### src/design/fmt_pkg.sv
// Shared types, codes and constants of the tuner serial word sender.
// Used by the top level, the front end, the command queue and the back end.
package fmt_pkg;

	localparam int WORD_BITS_DEFAULT = 14;
	localparam int MAX_WORD_BITS     = 16;
	localparam int QUEUE_DEPTH       = 2;

	localparam logic [9:0]  PORT_ADDR_RESET = 10'd524;
	localparam logic [17:0] FREQ_OFFSET     = 18'd10520;
	localparam logic [30:0] FREQ_SCALE      = 31'd7825;
	// Rounded-up reciprocal of 100000 scaled by 2^48; exact for products below 2^31.
	localparam logic [31:0] RECIP_100000    = 32'd2814749768;
	localparam int          RECIP_SHIFT     = 48;

	localparam logic [7:0] BYTE_FRAME_LOW = 8'h03;
	localparam logic [7:0] BYTE_CLK_HIGH  = 8'h07;
	localparam logic [7:0] BYTE_ZERO_LOW  = 8'h04;
	localparam logic [7:0] BYTE_ZERO_HIGH = 8'h05;
	localparam logic [7:0] BYTE_ONE_LOW   = 8'h06;
	localparam logic [7:0] BYTE_MUTE      = 8'h10;
	localparam logic [7:0] BYTE_UNMUTE    = 8'h20;

	typedef enum logic [1:0] {
		OP_SET_FREQ = 2'd0,
		OP_MUTE     = 2'd1,
		OP_UNMUTE   = 2'd2,
		OP_READ_SIG = 2'd3
	} op_t;

	typedef enum logic [1:0] {
		KIND_PAIR   = 2'd0,
		KIND_SINGLE = 2'd1,
		KIND_REPORT = 2'd2
	} kind_t;

	typedef enum logic [1:0] {
		CMD_FRAME  = 2'd0,
		CMD_SINGLE = 2'd1,
		CMD_REPORT = 2'd2
	} cmd_kind_t;

	typedef struct packed {
		cmd_kind_t                  kind;
		logic [7:0]                 code;
		logic [MAX_WORD_BITS-1:0]   word;
		logic                       signal_present;
	} cmd_t;

endpackage

### src/design/fmt_if.sv
// Valid/ready channel interfaces for command items and result items.
// Depends on fmt_pkg for nothing but is compiled after it.
interface fmt_cmd_if;
	logic        valid;
	logic        ready;
	logic [1:0]  op;
	logic [20:0] frequency;
	logic [7:0]  port_status;

	modport source (output valid, output op, output frequency, output port_status,
		input ready);
	modport sink (input valid, input op, input frequency, input port_status,
		output ready);
endinterface

interface fmt_res_if;
	logic       valid;
	logic       ready;
	logic [1:0] kind;
	logic [9:0] port_address;
	logic [7:0] first_byte;
	logic [7:0] second_byte;
	logic       signal_present;
	logic       last;

	modport source (output valid, output kind, output port_address, output first_byte,
		output second_byte, output signal_present, output last, input ready);
	modport sink (input valid, input kind, input port_address, input first_byte,
		input second_byte, input signal_present, input last, output ready);
endinterface

### src/design/fm_tuner_serial_word_sender.sv
// Top level of the tuner serial word sender: front end, command queue, back end.
// An item passes the two front-end stages and the queue into the output register.
// A set-frequency item sends WORD_BITS + 20 frame slots (34 by default), one slot per
// cycle unless res.ready stalls it, others one result. Items are accepted every cycle
// while the queue has room; a busy back end stalls the input once the queue fills.
// Reset sets the muted state, loads port address 524 and empties all stages.
module fm_tuner_serial_word_sender #(
	parameter int WORD_BITS = fmt_pkg::WORD_BITS_DEFAULT
) (
	input  logic        clk,
	input  logic        arst_n,
	input  logic        cfg_we,
	input  logic [9:0]  cfg_wdata,
	fmt_cmd_if.sink     cmd,
	fmt_res_if.source   res
);

	logic [9:0]     port_addr_q;
	logic           push, q_full, pop, q_empty;
	fmt_pkg::cmd_t  push_data, q_data;

	always_ff @(posedge clk or negedge arst_n) begin
		if (!arst_n) begin
			port_addr_q <= fmt_pkg::PORT_ADDR_RESET;
		end else if (cfg_we) begin
			port_addr_q <= cfg_wdata;
		end
	end

	fmt_front u_front (
		.clk       (clk),
		.arst_n    (arst_n),
		.cmd       (cmd),
		.push      (push),
		.push_data (push_data),
		.q_full    (q_full)
	);

	fmt_queue #(
		.DEPTH (fmt_pkg::QUEUE_DEPTH)
	) u_queue (
		.clk       (clk),
		.arst_n    (arst_n),
		.push      (push),
		.push_data (push_data),
		.full      (q_full),
		.pop       (pop),
		.pop_data  (q_data),
		.empty     (q_empty)
	);

	fmt_back #(
		.WORD_BITS (WORD_BITS)
	) u_back (
		.clk       (clk),
		.arst_n    (arst_n),
		.port_addr (port_addr_q),
		.q_data    (q_data),
		.q_empty   (q_empty),
		.pop       (pop),
		.res       (res)
	);

endmodule

### src/design/fmt_front.sv
// Front end: accepts command items, computes the tuning word in two
// multiply stages, tracks the muted state and pushes commands. Uses fmt_pkg.
module fmt_front (
	input  logic            clk,
	input  logic            arst_n,
	fmt_cmd_if.sink         cmd,
	output logic            push,
	output fmt_pkg::cmd_t   push_data,
	input  logic            q_full
);

	logic                 v_s1, v_s2;
	fmt_pkg::op_t         op_s1, op_s2;
	logic                 stat_s1, stat_s2;
	logic [30:0]          prod_s1;
	logic [62:0]          prod_s2;
	logic                 muted_q;
	logic                 emit;
	logic                 en;
	logic [17:0]          sum;

	assign sum = {1'b0, cmd.frequency[20:4]} + fmt_pkg::FREQ_OFFSET;

	always_comb begin
		case (op_s2)
			fmt_pkg::OP_SET_FREQ: emit = 1'b1;
			fmt_pkg::OP_MUTE:     emit = !muted_q;
			fmt_pkg::OP_UNMUTE:   emit = muted_q;
			fmt_pkg::OP_READ_SIG: emit = 1'b1;
			default:              emit = 1'b0;
		endcase
	end

	assign en        = !(v_s2 && emit && q_full);
	assign cmd.ready = en;
	assign push      = v_s2 && emit;

	always_comb begin
		push_data                = '0;
		push_data.word           = fmt_pkg::MAX_WORD_BITS'(prod_s2[62:fmt_pkg::RECIP_SHIFT]);
		push_data.signal_present = !stat_s2;
		case (op_s2)
			fmt_pkg::OP_SET_FREQ: push_data.kind = fmt_pkg::CMD_FRAME;
			fmt_pkg::OP_MUTE: begin
				push_data.kind = fmt_pkg::CMD_SINGLE;
				push_data.code = fmt_pkg::BYTE_MUTE;
			end
			fmt_pkg::OP_UNMUTE: begin
				push_data.kind = fmt_pkg::CMD_SINGLE;
				push_data.code = fmt_pkg::BYTE_UNMUTE;
			end
			default: push_data.kind = fmt_pkg::CMD_REPORT;
		endcase
	end

	always_ff @(posedge clk or negedge arst_n) begin
		if (!arst_n) begin
			v_s1    <= 1'b0;
			v_s2    <= 1'b0;
			muted_q <= 1'b1;
		end else if (en) begin
			v_s1 <= cmd.valid;
			v_s2 <= v_s1;
			if (v_s2 && op_s2 == fmt_pkg::OP_MUTE) begin
				muted_q <= 1'b1;
			end else if (v_s2 && op_s2 == fmt_pkg::OP_UNMUTE) begin
				muted_q <= 1'b0;
			end
		end
	end

	always_ff @(posedge clk) begin
		if (en) begin
			op_s1   <= fmt_pkg::op_t'(cmd.op);
			stat_s1 <= cmd.port_status[3];
			prod_s1 <= 31'(sum) * fmt_pkg::FREQ_SCALE;
			op_s2   <= op_s1;
			stat_s2 <= stat_s1;
			prod_s2 <= 63'(prod_s1) * 63'(fmt_pkg::RECIP_100000);
		end
	end

endmodule

### src/design/fmt_queue.sv
// Short command queue between the front end and the back end.
// Holds fmt_pkg::cmd_t entries in a small register array.
module fmt_queue #(
	parameter int DEPTH = fmt_pkg::QUEUE_DEPTH
) (
	input  logic           clk,
	input  logic           arst_n,
	input  logic           push,
	input  fmt_pkg::cmd_t  push_data,
	output logic           full,
	input  logic           pop,
	output fmt_pkg::cmd_t  pop_data,
	output logic           empty
);

	localparam int PW = (DEPTH > 1) ? $clog2(DEPTH) : 1;
	localparam int CW = $clog2(DEPTH + 1);

	fmt_pkg::cmd_t   mem_q [DEPTH];
	logic [PW-1:0]   wr_ptr_q, rd_ptr_q;
	logic [CW-1:0]   count_q;
	logic            do_push, do_pop;

	assign full     = count_q == CW'(DEPTH);
	assign empty    = count_q == '0;
	assign do_push  = push && !full;
	assign do_pop   = pop && !empty;
	assign pop_data = mem_q[rd_ptr_q];

	always_ff @(posedge clk or negedge arst_n) begin
		if (!arst_n) begin
			wr_ptr_q <= '0;
			rd_ptr_q <= '0;
			count_q  <= '0;
		end else begin
			if (do_push) begin
				wr_ptr_q <= (wr_ptr_q == PW'(DEPTH - 1)) ? '0 : wr_ptr_q + 1'b1;
			end
			if (do_pop) begin
				rd_ptr_q <= (rd_ptr_q == PW'(DEPTH - 1)) ? '0 : rd_ptr_q + 1'b1;
			end
			if (do_push && !do_pop) begin
				count_q <= count_q + 1'b1;
			end else if (do_pop && !do_push) begin
				count_q <= count_q - 1'b1;
			end
		end
	end

	always_ff @(posedge clk) begin
		if (do_push) begin
			mem_q[wr_ptr_q] <= push_data;
		end
	end

endmodule

### src/design/fmt_back.sv
// Back end: takes commands from the queue and sends the result items,
// one frame slot per cycle unless res.ready stalls, through an output register. Uses fmt_pkg.
module fmt_back #(
	parameter int WORD_BITS = fmt_pkg::WORD_BITS_DEFAULT
) (
	input  logic           clk,
	input  logic           arst_n,
	input  logic [9:0]     port_addr,
	input  fmt_pkg::cmd_t  q_data,
	input  logic           q_empty,
	output logic           pop,
	fmt_res_if.source      res
);

	localparam int SLOTS = WORD_BITS + 20;
	localparam int SW    = $clog2(SLOTS);
	localparam int IW    = $clog2(fmt_pkg::MAX_WORD_BITS);

	logic                             busy_q;
	logic [SW-1:0]                    slot_q;
	logic [fmt_pkg::MAX_WORD_BITS-1:0] word_q;
	logic                             ov_q;
	fmt_pkg::kind_t                   kind_q;
	logic [7:0]                       b1_q, b2_q;
	logic                             sig_q, last_q;
	logic                             load;
	logic [SW-1:0]                    tail;
	logic                             bit_val;
	logic                             edge_slot;
	logic [7:0]                       slot_b1, slot_b2;

	assign load = !ov_q || res.ready;
	assign pop  = load && !busy_q && !q_empty;

	always_comb begin
		tail      = slot_q - SW'(WORD_BITS + 1);
		edge_slot = (slot_q == '0) || (slot_q == SW'(SLOTS - 1));
		if (slot_q <= SW'(WORD_BITS)) begin
			bit_val = word_q[IW'(slot_q - 1'b1)];
		end else begin
			bit_val = (tail == SW'(11)) || (tail == SW'(16));
		end
		if (edge_slot) begin
			slot_b1 = fmt_pkg::BYTE_FRAME_LOW;
			slot_b2 = fmt_pkg::BYTE_CLK_HIGH;
		end else if (bit_val) begin
			slot_b1 = fmt_pkg::BYTE_ONE_LOW;
			slot_b2 = fmt_pkg::BYTE_CLK_HIGH;
		end else begin
			slot_b1 = fmt_pkg::BYTE_ZERO_LOW;
			slot_b2 = fmt_pkg::BYTE_ZERO_HIGH;
		end
	end

	always_ff @(posedge clk or negedge arst_n) begin
		if (!arst_n) begin
			ov_q   <= 1'b0;
			busy_q <= 1'b0;
			slot_q <= '0;
		end else if (load) begin
			if (busy_q) begin
				ov_q   <= 1'b1;
				slot_q <= slot_q + 1'b1;
				if (slot_q == SW'(SLOTS - 1)) begin
					busy_q <= 1'b0;
				end
			end else if (!q_empty) begin
				ov_q <= 1'b1;
				if (q_data.kind == fmt_pkg::CMD_FRAME) begin
					busy_q <= 1'b1;
					slot_q <= SW'(1);
				end
			end else begin
				ov_q <= 1'b0;
			end
		end
	end

	always_ff @(posedge clk) begin
		if (pop) begin
			word_q <= q_data.word;
		end
		if (load && busy_q) begin
			kind_q <= fmt_pkg::KIND_PAIR;
			b1_q   <= slot_b1;
			b2_q   <= slot_b2;
			sig_q  <= 1'b0;
			last_q <= slot_q == SW'(SLOTS - 1);
		end else if (pop) begin
			case (q_data.kind)
				fmt_pkg::CMD_FRAME: begin
					kind_q <= fmt_pkg::KIND_PAIR;
					b1_q   <= fmt_pkg::BYTE_FRAME_LOW;
					b2_q   <= fmt_pkg::BYTE_CLK_HIGH;
					sig_q  <= 1'b0;
					last_q <= 1'b0;
				end
				fmt_pkg::CMD_SINGLE: begin
					kind_q <= fmt_pkg::KIND_SINGLE;
					b1_q   <= q_data.code;
					b2_q   <= 8'h00;
					sig_q  <= 1'b0;
					last_q <= 1'b1;
				end
				default: begin
					kind_q <= fmt_pkg::KIND_REPORT;
					b1_q   <= 8'h00;
					b2_q   <= 8'h00;
					sig_q  <= q_data.signal_present;
					last_q <= 1'b1;
				end
			endcase
		end
	end

	assign res.valid          = ov_q;
	assign res.kind           = kind_q;
	assign res.port_address   = port_addr;
	assign res.first_byte     = b1_q;
	assign res.second_byte    = b2_q;
	assign res.signal_present = sig_q;
	assign res.last           = last_q;

endmodule
### src/flat_wrapper.sv
// flat-port wrapper written by rule: the top's interface ports become plain ports
module fm_tuner_serial_word_sender_flat 
#(
	parameter int WORD_BITS = fmt_pkg::WORD_BITS_DEFAULT
)
  (clk, arst_n, cfg_we, cfg_wdata, cmd_valid, cmd_op, cmd_frequency, cmd_port_status, cmd_ready, res_valid, res_kind, res_port_address, res_first_byte, res_second_byte, res_signal_present, res_last, res_ready);
  fmt_cmd_if cmd_i ();
  fmt_res_if res_i ();
  input  logic clk;
  input  logic arst_n;
  input  logic cfg_we;
  input  logic [9:0] cfg_wdata;
  input wire logic [$bits(cmd_i.valid)-1:0] cmd_valid;
  input wire logic [$bits(cmd_i.op)-1:0] cmd_op;
  input wire logic [$bits(cmd_i.frequency)-1:0] cmd_frequency;
  input wire logic [$bits(cmd_i.port_status)-1:0] cmd_port_status;
  output wire logic [$bits(cmd_i.ready)-1:0] cmd_ready;
  output wire logic [$bits(res_i.valid)-1:0] res_valid;
  output wire logic [$bits(res_i.kind)-1:0] res_kind;
  output wire logic [$bits(res_i.port_address)-1:0] res_port_address;
  output wire logic [$bits(res_i.first_byte)-1:0] res_first_byte;
  output wire logic [$bits(res_i.second_byte)-1:0] res_second_byte;
  output wire logic [$bits(res_i.signal_present)-1:0] res_signal_present;
  output wire logic [$bits(res_i.last)-1:0] res_last;
  input wire logic [$bits(res_i.ready)-1:0] res_ready;
  assign cmd_i.valid = cmd_valid;
  assign cmd_i.op = cmd_op;
  assign cmd_i.frequency = cmd_frequency;
  assign cmd_i.port_status = cmd_port_status;
  assign cmd_ready = cmd_i.ready;
  assign res_valid = res_i.valid;
  assign res_kind = res_i.kind;
  assign res_port_address = res_i.port_address;
  assign res_first_byte = res_i.first_byte;
  assign res_second_byte = res_i.second_byte;
  assign res_signal_present = res_i.signal_present;
  assign res_last = res_i.last;
  assign res_i.ready = res_ready;
  fm_tuner_serial_word_sender #(.WORD_BITS(WORD_BITS)) u_core (.clk(clk), .arst_n(arst_n), .cfg_we(cfg_we), .cfg_wdata(cfg_wdata), .cmd(cmd_i), .res(res_i));
endmodule
### config.mk
export PLATFORM = sky130hd
export DESIGN_NAME = fm_tuner_serial_word_sender_flat
export DESIGN_NICKNAME = d
export VERILOG_FILES = /design/src/design/fmt_pkg.sv /design/src/design/fmt_if.sv /design/src/design/fm_tuner_serial_word_sender.sv /design/src/design/fmt_front.sv /design/src/design/fmt_queue.sv /design/src/design/fmt_back.sv /design/src/flat_wrapper.sv
export SDC_FILE = /design/constraint.sdc
export NUM_CORES = 1
export LEC_CHECK = 0
export BUFFER_PORTS_ARGS = -buffer_cell sky130_fd_sc_hd__buf_2
export CAP_MARGIN = 0
export CORE_MARGIN = 2
export CORE_UTILIZATION = 54
export CTS_CLUSTER_SIZE = 20
export DETAILED_ROUTE_END_ITERATION = 10
export PLACE_DENSITY_LB_ADDON = 0.12
export SLEW_MARGIN = 0
export SYNTH_ARGS = -nofsm -noshare
export SYNTH_HDL_FRONTEND = slang
export SYNTH_HIERARCHICAL = 1
export SYNTH_SLANG_ARGS = --single-unit
export TNS_END_PERCENT = 20
### constraint.sdc
create_clock -name clk -period 8.8 [get_ports clk]
set_input_delay 0.44 -clock clk [delete_from_list [all_inputs] [get_ports clk]]
set_output_delay 0.44 -clock clk [all_outputs]
set_load 0.01 [all_outputs]
# == Word-level counts from Yosys, hierarchy flattened ==
# Memory sizes are Yosys's and may differ from the RTL's.
# Cells that the tools add are included.
# totals
ff_bits,158
mem_bits_rw,48
inputBits,46
output_inout_bits,32
wordCells,119
mem_count,1
# memory_table
name,words,word_bits,rd,rd_ports_with_merged_regs,wr,line,rtl
u_core.u_queue.mem_q,2,24,1,0,1,fmt_queue.sv:19,fmt_pkg::cmd_t mem_q [DEPTH];
# op_classes
add_sub_neg,8
mul,2
n_lt_le_gt_ge,2
n_eq_ne,9
muxes,38
bitwise,1
reduce_logical,36
# op_table
cell,count
$mul 31x29->60 const B,1
$mux 8,4
$mul 18x13->31 const B,1
$add 17x14->18 const B,1
$mux 1,18
$mux 6,3
$pmux 8 s2,1
$pmux 6 s2,1
$logic_and 1x1->1,11
$mux 2,5
$logic_not 1->1,9
$pmux 2 s2,2
$reduce_bool 2->1,4
$add 6x1->6 const B,1
$eq 2x2->1 const B,3
$eq 6x4->1 const B,1
$eq 6x5->1 const B,1
$eq 6x6->1 const B,1
$le 6x4->1 const B,1
$logic_not 2->1,3
$logic_not 6->1,1
$mux 3,2
$reduce_or 2->1,3
$sub 6x4->6 const B,1
13 further kinds,17

# == Logic depth before layout (Yosys ltp) ==
# Gate-level depths: netlist (run 1).
# depth
word_depth,9
depth_mapped,25
depth_no_buf,23

# == Modules after synthesis ==
# Netlist (run 1), hierarchy kept.
# by_module_without_submodules
mod,instances,cells_per_inst,area_each_um2,seq_area_each_um2
fmt_front,1,1999,21199.1,1637.8
fmt_queue,1,103,2244.7,1721.7
fmt_back,1,158,1956.9,1071.0
fm_tuner_serial_word_sender,1,21,415.4,254.0

# == Worst setup path after synthesis (run 1) ==
# Ideal clock, no wire load.
# synth_path
path_type,flip-flop to flip-flop
start,register u_core.u_front.prod_s1[13]
end,register u_core.u_front.prod_s2[54] (data pin)
setup_time_ns,0.263
t_arrival_ns,6.247
required_time_ns,8.537
slack_ns,2.289
path_stages_with_launch,22
n_path_buf,0
period_less_slack_ns,6.511
path_cell_list,edfxtp_1 -> ha_1 -> fa_1 -> inv_1 -> fa_1 -> fa_1 -> fa_1 -> inv_1 -> fa_1 -> inv_1 -> fa_1 -> fa_1 -> inv_1 -> ha_1 -> and2_1 -> a221oi_1 -> o22ai_1 -> nor2_1 -> a311o_1 -> nand2_1 -> a311oi_1 -> xnor2_1
# synth_via
elab_chain_cells,1
# synth_rtl
element,line,rtl
"start, declared",fmt_front.sv:15,logic [30:0] prod_s1;
"start signal, assigned",fmt_front.sv:76,prod_s1 <= 31'(sum) * fmt_pkg::FREQ_SCALE;
$mul 31x29->60,fmt_front.sv:79,prod_s2 <= 63'(prod_s1) * 63'(fmt_pkg::RECIP_100000);
"end signal, assigned",fmt_front.sv:79,
"end, declared",fmt_front.sv:16,logic [62:0] prod_s2;
# Every way passes these cells.
# A chain may end at the register's enable or synchronous reset.

# == Worst setup path in the final report (run 1) ==
# layout_path
start,register u_core.u_front.prod_s1[12]
end,register u_core.u_front.prod_s2[60] (data pin)
# The elaborated chain is that of the path after synthesis.

==> reports/results.ini, run 1 <==
[run_status]
status=finished clean

[flow_run]
cap_viol_max_count=0

[yosys]
synthCells=2281
synth-main-ff-cell=edfxtp_1
seq_area_frac_synth_pct=18.1
synth.avg_cell_area_sq_um=11.3
yosysWarningCount=6
ys_ff_latch=161
yosysUniqueCellTypes=84
ys_async_sr_fraction_pct=15.5
synth_edf_count=133
syn_area_sq_um=25800

[die]
die_width_um=223
start_util_pct=54.4
core_area_sq_um=47400
ios=78
die_h_um=223
rows=80
die_area_sq_um=49600

[placed_design]
portBuffers=61
dp_hpwl_mm=46.6
place_congestion=0.935

[setup_path]
critical_path_class=reg2reg
max_stage_delay_ns=0.95
critPathRequiredTime_ns=9.11
path_common_cell=fa_1
cp_max_fo=13
endpoint_kind=flip-flop
cp_data_arrival_time_ns=8.01
cp-start-kind=flip-flop
crit_path_top_delay_cell=edfxtp_1
worstPathCellList=ha_1, fa_1, inv_1, fa_1, fa_1, fa_1, inv_1, fa_1, inv_1, fa_1, fa_1, inv_1, ha_1, and2_1, o21ai_0, o22ai_1, o21ai_1, a21oi_1, o21ai_1, and4b_1, a211oi_2

[finish]
final_common_cell=inv_1
final_nets=3317
layout_common_cells=inv_1 (591), ha_1 (508), fa_1 (415)
drive_gt1_share_pct=7.41
diodes=0
synthToLayoutAreaGrowth_pct=6.09

[cts]
clock-sinks=161
cts_tree=done
post-cts-setup-buffer-count=0
insertion_delay_ns=0.46
cts_buffers=17
hold_buffers=1
cts_htree_levels=4
clkTransAtPathRegs_ns=0.07
clockRootBuffer=clkbuf_16
cts.path.max_buffers=2
cts_resized=0

[global_route]
grt_overflow=0
grtUsageTotal_pct=23.5
antenna_found_initial=0
grt_pass1_wl_mm=89.7
grt_max_degree=58
grt_pass1_vias=16995

[route]
final_antenna_net_count=0
dr.pass1.iters=6
dr_total_vias=15944
drc=0
routed_wl_mm=54.5
routed_via_density=5.36
drt-wirelength-per-cell_um=18.3
drt_iter0_markers=909

[sta]
tightest_slew_ns=1.16
setup_violations=0
relSlewSlack_pct=22.4
setup_tns_ns=0
rsz0062_at_grt=no
maxSlewViolCount=0
fin_crit_ns=7.70
fin_crit_sh_pct=87.5
fmax_mhz=130
fin_skew_ns=0.0115
finalHoldViolations=0

[min_path]
hold_path.class=in2reg

==> worst paths after layout <==
kind                                                 start                          to  slack (ns)  cells past startpoint
worst max-delay path            u_core/u_front/prod_s1[12]  u_core/u_front/prod_s2[60]        1.10                     21
worst min-delay path                             cmd_op[0]     u_core/u_front/op_s1[0]        0.15                      1
worst max register to register  u_core/u_front/prod_s1[12]  u_core/u_front/prod_s2[60]        1.10                     21
worst min register to register     u_core/u_front/op_s1[0]     u_core/u_front/op_s2[0]        0.43                      0
max in group asynchronous                           arst_n       u_core/port_addr_q[0]        7.84                      2
min in group asynchronous                           arst_n     u_core/u_back/res.valid        0.54                      2
==> synthesized netlist by cell type, drive strengths merged, types with 5 or more instances <==
master | number | share of area, %
edfxtp | 133 | 15
mux2i | 5 | 0.19
buf | 32 | 1.0
xor2 | 17 | 0.58
o21ai | 42 | 0.81
nand4 | 12 | 0.32
a21oi | 74 | 1.4
o31ai | 6 | 0.25
a211oi | 7 | 0.22
mux2 | 39 | 2.1
clkbuf | 8 | 0.12
a31oi | 13 | 0.32
fa | 415 | 32
o21a | 8 | 0.23
inv | 591 | 8.6
and3 | 17 | 0.44
a21o | 36 | 1.0
nor3 | 12 | 0.23
dfrtp | 21 | 2.0
nand2 | 59 | 0.86
a221oi | 5 | 0.19
nor2b | 5 | 0.12
o211ai | 5 | 0.18
nand3 | 21 | 0.43
and2 | 12 | 0.30
ha | 508 | 25
nand2b | 12 | 0.29
nor2 | 42 | 0.61
xnor2 | 46 | 1.6
or3 | 6 | 0.15
o21bai | 5 | 0.15
==> flip-flops by register name, indices dropped and copies added, names as in the netlist, 6 cells and up <==
register	count
u_core/port_addr_q	10
u_core/u_back/res.first_byte	8
u_core/u_back/slot_q	6
u_core/u_back/word_q	16
u_core/u_front/prod_s1	31
u_core/u_front/prod_s2	15
u_core/u_queue/mem_q	54
==> kinds of logic (layout without fill, tap and decap cells) <==
group                      count (synthesis)  after routing  synth area share [%]
AOI/OAI and AO/OA                        241            241                  6.22
muxes                                     48             48                  2.71
adders and majority gates                923            923                  56.8
xor gates and xnor gates                  63             63                  2.14
buffers and inverters                    631            701                  9.74
and+or+nand+nor                          212            212                  4.21
other                                      2             12                0.0291
DFF                                      161            161                  18.1
==> worst max-delay path: cells and delay by family, from the launching register on <==
| kind | cells | cell delay, ns |
|---|---|---|
| AOI/OAI and AO/OA | 6 | 1.68 |
| DFF | 1 | 0.95 |
| adders and majority gates | 9 | 4.20 |
| buffers and inverters | 4 | 0.26 |
| and+or+nand+nor | 2 | 0.44 |
==> cell type report <==
class / instances / area, sq um
Clock buffer: 19 / 443
Clock inverter: 13 / 168
Timing Repair Buffer: 78 / 435
Tap cell: 615 / 769
Fill cell: 4043 / 20100
Sequential cell: 161 / 4680
Multi-Input combinational cell: 1499 / 18700
Inverter: 591 / 2220
==> stage by stage <==
step / setup slack, ns / instance area [sq um] / std cells / utilization [%] / hold slack, ns
final: 1.10 / 27400 / 2976 / 57.7 / 0.155
after global routing: 0.673 / 27400 / 2976 / 57.7 / 0.122
after CTS: 1.05 / 27400 / 2976 / 57.7 / 0.118
after detailed placement: 1.06 / 26800 / 2943 / 56.4 / 0.408
after global placement: 1.19 / 26800 / 2943 / 56.4 / 0.404
after floorplan: 2.29 / 25900 / 2291 / - / 0.144
==> metal layers <==
metal | routed length, um | GRT usage (%)
met1 | 25500 | 34.0
met3 | 2450 | 3.50
met4 | 716 | 4.83
met2 | 25900 | 38.0
met5 | 0 | 0
Power of run 1 is left out: the tool's default activity adds up to more than one toggle a clock period on the data nets, which glitch-free logic cannot reach.
==> run 2: changes to the inputs <==
--- a/config.mk
+++ b/config.mk
@@ -5,12 +5,12 @@
 export SDC_FILE = /design/constraint.sdc
 export NUM_CORES = 1
 export LEC_CHECK = 0
-export BUFFER_PORTS_ARGS = -buffer_cell sky130_fd_sc_hd__buf_2
 export CAP_MARGIN = 0
 export CORE_MARGIN = 2
 export CORE_UTILIZATION = 54
 export CTS_CLUSTER_SIZE = 20
 export DETAILED_ROUTE_END_ITERATION = 10
+export DONT_BUFFER_PORTS = 1
 export PLACE_DENSITY_LB_ADDON = 0.12
 export SLEW_MARGIN = 0
 export SYNTH_ARGS = -nofsm -noshare
==> reports/results.ini, run 2 (same netlist as run 1, synthesis figures left out) <==
[cts]
clkTransAtPathRegs_ns=0.07  ; about the same
cts_resized=0  ; unchanged
clockRootBuffer=clkbuf_16
cts_htree_levels=4  ; unchanged
cts.path.max_buffers=2  ; unchanged
cts_buffers=17  ; unchanged
clock-sinks=161  ; unchanged
cts_tree=done
insertion_delay_ns=0.47  ; about the same

[run_status]
status=finished clean

[sta]
setup_tns_ns=0  ; unchanged
maxSlewViolCount=0  ; unchanged
finalHoldViolations=0  ; unchanged
fin_crit_sh_pct=87.4  ; -0.13 points
fmax_mhz=130  ; +0.15%
setup_violations=0  ; unchanged
fin_skew_ns=0.0155  ; +0.00405 ns
tightest_slew_ns=1.15  ; -0.00602 ns
relSlewSlack_pct=22.8  ; +0.40 points
fin_crit_ns=7.69  ; -0.0112 ns
rsz0062_at_grt=no

[setup_path]
cp_max_fo=13  ; unchanged
max_stage_delay_ns=1.06  ; +0.11 ns
cp-start-kind=flip-flop
cp_data_arrival_time_ns=7.99  ; -0.02 ns
crit_path_top_delay_cell=edfxtp_1
crit_buf_inv=4  ; unchanged
endpoint_kind=flip-flop
worstPathCellList=ha_1, fa_1, inv_1, fa_1, fa_1, inv_1, fa_1, fa_1, fa_1, inv_1, fa_1, inv_1, ha_1, nand2_1, nor4_1, and2_1, o21ai_1, a21oi_1, o21ai_1, and4b_1, a211oi_2
critPathRequiredTime_ns=9.10  ; about the same
critical_path_class=reg2reg
path_common_cell=fa_1
path_delay_family=adder cells

[route]
dr_total_vias=15635  ; -1.9%
drc=0  ; unchanged
routed_via_density=5.36  ; about the same
routed_wl_mm=54.2  ; -0.68%
dr.pass1.iters=6  ; unchanged
drt_iter0_markers=774  ; -15%
drt-wirelength-per-cell_um=18.6  ; +1.3%
final_antenna_net_count=0  ; unchanged

[die]
ios=78  ; unchanged
die_h_um=223  ; unchanged
start_util_pct=54.4  ; unchanged
die_width_um=223  ; unchanged
core_area_sq_um=47400  ; unchanged
rows=80  ; unchanged
die_area_sq_um=49600  ; unchanged

[finish]
top_regs=u_core/u_queue/mem_q: 54 flops, u_core/u_front/prod_s1: 31 flops, u_core/u_back/word_q: 16 flops
largest_reg_flops=54  ; unchanged
final_nets=3259  ; -1.7%
final_common_cell=inv_1
fin_area_sq_um=27100  ; -1.1%
layout_common_cells=inv_1 (591), ha_1 (508), fa_1 (415)
diodes=0  ; unchanged
fill_cells=4077  ; +0.84%
regMostFlops=u_core/u_queue/mem_q
synthToLayoutAreaGrowth_pct=4.92
drive_gt1_share_pct=5.08  ; -2.3 points

[flow_run]
cap_viol_max_count=0  ; unchanged

[global_route]
grtUsageTotal_pct=23.3  ; -0.19 points
grt.met2_usage_pct=37.7  ; -0.27 points
grt_pass1_vias=16666  ; -1.9%
grt_max_degree=58  ; unchanged
antenna_found_initial=0  ; unchanged
grt-busiest-layer=met2
grt_overflow=0  ; unchanged
met3_usage_pct=3.64  ; +0.13 points
grtUsageMet1_pct=33.4  ; -0.57 points
grt_pass1_wl_mm=88.8  ; -0.97%

[placed_design]
placed_area_sq_um=26500  ; -1.1%
place_congestion=0.922  ; -1.4%
dp_hpwl_mm=46.6  ; -0.15%
portBuffers=0  ; -100%

[min_path]
hold_path.class=in2reg

[run 2: cell count changes in the layout (fill, tap and decap cells not counted), sizes merged]
cell      delta
clkinvlp     +3
inv          +1
clkinv       -3
buf         -58
clkbuf       +1
bufinv       -2
[run 2: timing repair]
item,CTS,global route
setup buffers,0,0
endpoints found under the hold margin,25,0
hold buffers,2,0
[run 2: path summary, 6_finish.rpt]
kind / start / to / slack, ns / depth (start not counted)
max reg2reg: u_core/u_front/prod_s1[14] / u_core/u_front/prod_s2[60] / 1.11 / 21
max: u_core/u_front/prod_s1[14] / u_core/u_front/prod_s2[60] / 1.11 / 21
min in group asynchronous: arst_n / u_core/port_addr_q[4] / 0.40 / 2
min reg2reg: u_core/u_front/op_s1[1] / u_core/u_front/op_s2[1] / 0.42 / 0
min: cmd_frequency[5] / u_core/u_front/prod_s1[1] / 0.07 / 0
max in group asynchronous: arst_n / u_core/port_addr_q[9] / 8.15 / 2
[run 2: final cells by class]
cell class / instances / area [sq um] / area share [%]
multi-input combinational: 1499 / 18700 / 68.9
sequential: 161 / 4680 / 17.3
inverter: 591 / 2220 / 8.19
tap: 615 / 769 / 2.84
clock buffer: 20 / 479 / 1.77
timing repair buffer: 20 / 165 / 0.610
clock inverter: 12 / 105 / 0.388
[run 2: routing by layer]
| layer | share of wire (%) | up-vias |
|---|---|---|
| met5 | 0 | - |
| met4 | 1.4 | 0 |
| met3 | 4.0 | 37 |
| met2 | 48 | 228 |
| met1 | 47 | 7952 |
| li1 | - | 7418 |
[run 2: through the flow]
| stage | hold slack [ns] | util (%) | cells | setup slack (ns) |
|---|---|---|---|---|
| finish | 0.0703 | 57.1 | 2918 | 1.11 |
| global route | 0.0395 | 57.1 | 2918 | 0.762 |
| CTS | 0.0224 | 57.1 | 2918 | 1.10 |
| detailed placement | 0.145 | 55.8 | 2884 | 1.13 |
| global placement | 0.145 | 55.8 | 2884 | 1.22 |
| floorplan | 0.144 | - | 2291 | 2.29 |
[run 2: worst reg2reg max path, stage by stage (launching register included)]
cell      delay, ns
edfxtp_1       1.06
ha_1           0.42
fa_1           0.50
inv_1          0.09
fa_1           0.46
fa_1           0.56
inv_1          0.06
fa_1           0.50
fa_1           0.54
fa_1           0.55
inv_1          0.07
fa_1           0.50
inv_1          0.04
ha_1           0.35
nand2_1        0.07
nor4_1         0.32
and2_1         0.21
o21ai_1        0.09
a21oi_1        0.54
o21ai_1        0.19
and4b_1        0.24
a211oi_2       0.19
Power of run 2 is left out for the same reason.
==> run 3: changes to the inputs <==
--- a/config.mk
+++ b/config.mk
@@ -6,7 +6,6 @@
 export NUM_CORES = 1
 export LEC_CHECK = 0
 export CAP_MARGIN = 0
-export CORE_MARGIN = 2
 export CORE_UTILIZATION = 54
 export CTS_CLUSTER_SIZE = 20
 export DETAILED_ROUTE_END_ITERATION = 10
==> reports/results.ini, run 3 (same netlist as run 1, synthesis figures left out) <==
[finish]
multiInputGateArea_sq_um=18700  ; unchanged
synthToLayoutAreaGrowth_pct=4.94  ; about the same
largest_reg_flops=54  ; unchanged
fill_cells=4038  ; -0.96%
final_common_cell=inv_1
top_regs=u_core/u_queue/mem_q: 54 flops, u_core/u_front/prod_s1: 31 flops, u_core/u_back/word_q: 16 flops
drive_gt1_share_pct=5.04  ; -0.039 points
layout_common_cells=inv_1 (591), ha_1 (508), fa_1 (415)
final_nets=3257  ; -0.061%
regMostFlops=u_core/u_queue/mem_q
regArea_sq_um=4680  ; unchanged
diodes=0  ; unchanged

[setup_path]
cp-start-kind=flip-flop
max_stage_delay_ns=0.95  ; -0.11 ns
path_delay_family=adder cells
crit_buf_inv=4  ; unchanged
cp_max_fo=13  ; unchanged
r2r-end=u_core/u_front/prod_s2[48]
crit_path_top_delay_cell=o311ai_0
path_common_cell=fa_1
critPathRequiredTime_ns=9.01  ; -0.09 ns
cp_data_arrival_time_ns=7.87  ; -0.12 ns
r2r_start=u_core/u_front/prod_s1[8]
endpoint_kind=flip-flop
worstPathCellList=ha_1, fa_1, fa_1, ha_1, inv_1, fa_1, inv_1, fa_1, fa_1, inv_1, fa_1, inv_1, ha_1, and4_1, nand4_1, o311ai_0, a311oi_1, o21ai_0, a221oi_1, xnor2_1
regToRegSetupSlack_ns=1.14  ; +0.03 ns
reg2reg_depth=20  ; -4.8%
cp.depth=20  ; -4.8%
critical_path_class=reg2reg

[cts]
clkTransAtPathRegs_ns=0.07  ; about the same
insertion_delay_ns=0.47  ; about the same
cts_tree=done
clock-sinks=161  ; unchanged
clockRootBuffer=clkbuf_16
cts_htree_levels=4  ; unchanged
cts_buffers=17  ; unchanged
cts.path.max_buffers=2  ; unchanged

[sta]
fin_crit_ns=7.66  ; -0.0316 ns
relSlewSlack_pct=23.9  ; +1.2 points
fin_skew_ns=0.0174  ; +0.00184 ns
setup_tns_ns=0  ; unchanged
fmax_mhz=131  ; +0.41%
rsz0062_at_grt=no
tightest_slew_ns=1.13  ; -0.0173 ns
finalHoldViolations=0  ; unchanged
fin_crit_sh_pct=87.0  ; -0.36 points
maxSlewViolCount=0  ; unchanged
setup_violations=0  ; unchanged

[die]
start_util_pct=55.1  ; +0.69 points
die_area_sq_um=48700  ; -1.8%
die_width_um=221  ; -0.90%
die_h_um=221  ; -0.90%
core_area_sq_um=46900  ; -1.3%
ios=78  ; unchanged
rows=79  ; -1.3%

[global_route]
grt_max_degree=58  ; unchanged
antenna_found_initial=0  ; unchanged
grt_pass1_vias=16772  ; +0.64%
grt_overflow=0  ; unchanged
grtUsageTotal_pct=23.9  ; +0.60 points
grt_pass1_wl_mm=88.1  ; -0.80%

[route]
routed_via_density=5.38  ; +0.44%
dr_total_vias=15650  ; +0.096%
final_antenna_net_count=0  ; unchanged
drt-wirelength-per-cell_um=18.5  ; -0.15%
drc=7  ; +7
routed_wl_mm=53.9  ; -0.49%
drt_iter0_markers=826  ; +6.7%
dr.pass1.iters=8  ; +2

[flow_run]
cap_viol_max_count=0  ; unchanged

[placed_design]
place_congestion=0.958  ; +3.9%
dp_hpwl_mm=46.2  ; -0.87%
portBuffers=0  ; unchanged

[run_status]
status=complete, but fails checks
failed_checks=DRC

[min_path]
hold_depth=0  ; unchanged
min_from=cmd_frequency[4]
holdPathEnd=u_core/u_front/prod_s1[0]
hold_path.class=in2reg

[run 3: cell count changes in the layout (fill, tap and decap cells not counted)]
cell | previous run | this run
clkbuf_16 | 19 | 17
clkinv_4 | 0 | 4
clkinvlp_4 | 3 | 0
inv_6 | 5 | 3
clkinv_8 | 0 | 4
buf_4 | 18 | 16
clkbuf_1 | 1 | 0
bufinv_16 | 0 | 1
clkinv_2 | 1 | 0
[run 3: metal layers]
metal | vias to the layer above | routed length, um | track usage [%]
met3 | 37 | 2100 | 3.88
li1 | 7393 | - | -
met2 | 250 | 25900 | 38.8
met1 | 7970 | 24900 | 33.6
met5 | - | 0 | 0
met4 | 0 | 947 | 5.64
[run 3: area by class of cell]
class / instances / share of cell area, %
Tap cell: 607 / 2.80
Sequential cell: 161 / 17.3
Inverter: 591 / 8.19
Timing Repair Buffer: 18 / 0.554
Clock buffer: 17 / 1.57
Multi-Input combinational cell: 1499 / 68.9
Clock inverter: 15 / 0.702
[run 3: timing repair]
action | in CTS | in global routing
gates resized for setup | 0 | 0
endpoints found under the hold margin | 25 | 0
hold buffers | 2 | 0
setup buffers | 0 | 0
[run 3: through the flow]
stage	hold WS, ns	utilization [%]	setup WS (ns)	instance area [sq um]	instances
finish	0.0678	57.8	1.14	27100	2908
global route	0.0422	57.8	0.842	27100	2908
CTS	0.0397	57.8	1.17	27100	2908
detailed placement	0.145	56.4	1.21	26400	2874
global placement	0.145	56.4	1.15	26400	2874
floorplan	0.144	-	2.29	25900	2291
[run 3: how the worst max path moves through the flow]
| stage | endpoint | start | slack [ns] |
|---|---|---|---|
| 2_1_floorplan | u_core/u_front/prod_s2[54] | u_core/u_front/prod_s1[13] | 2.29 |
| 3_5_place_dp | u_core/u_front/prod_s2[60] | u_core/u_front/prod_s1[11] | 1.21 |
| 5_1_grt | u_core/u_front/prod_s2[62] | u_core/u_front/prod_s1[11] | 0.84 |
| 6_report | u_core/u_front/prod_s2[48] | u_core/u_front/prod_s1[8] | 1.14 |
| 4_1_cts | u_core/u_front/prod_s2[48] | u_core/u_front/prod_s1[8] | 1.17 |
| 3_3_place_gp | u_core/u_front/prod_s2[48] | u_core/u_front/prod_s1[8] | 1.15 |
Power of run 3 is left out for the same reason.
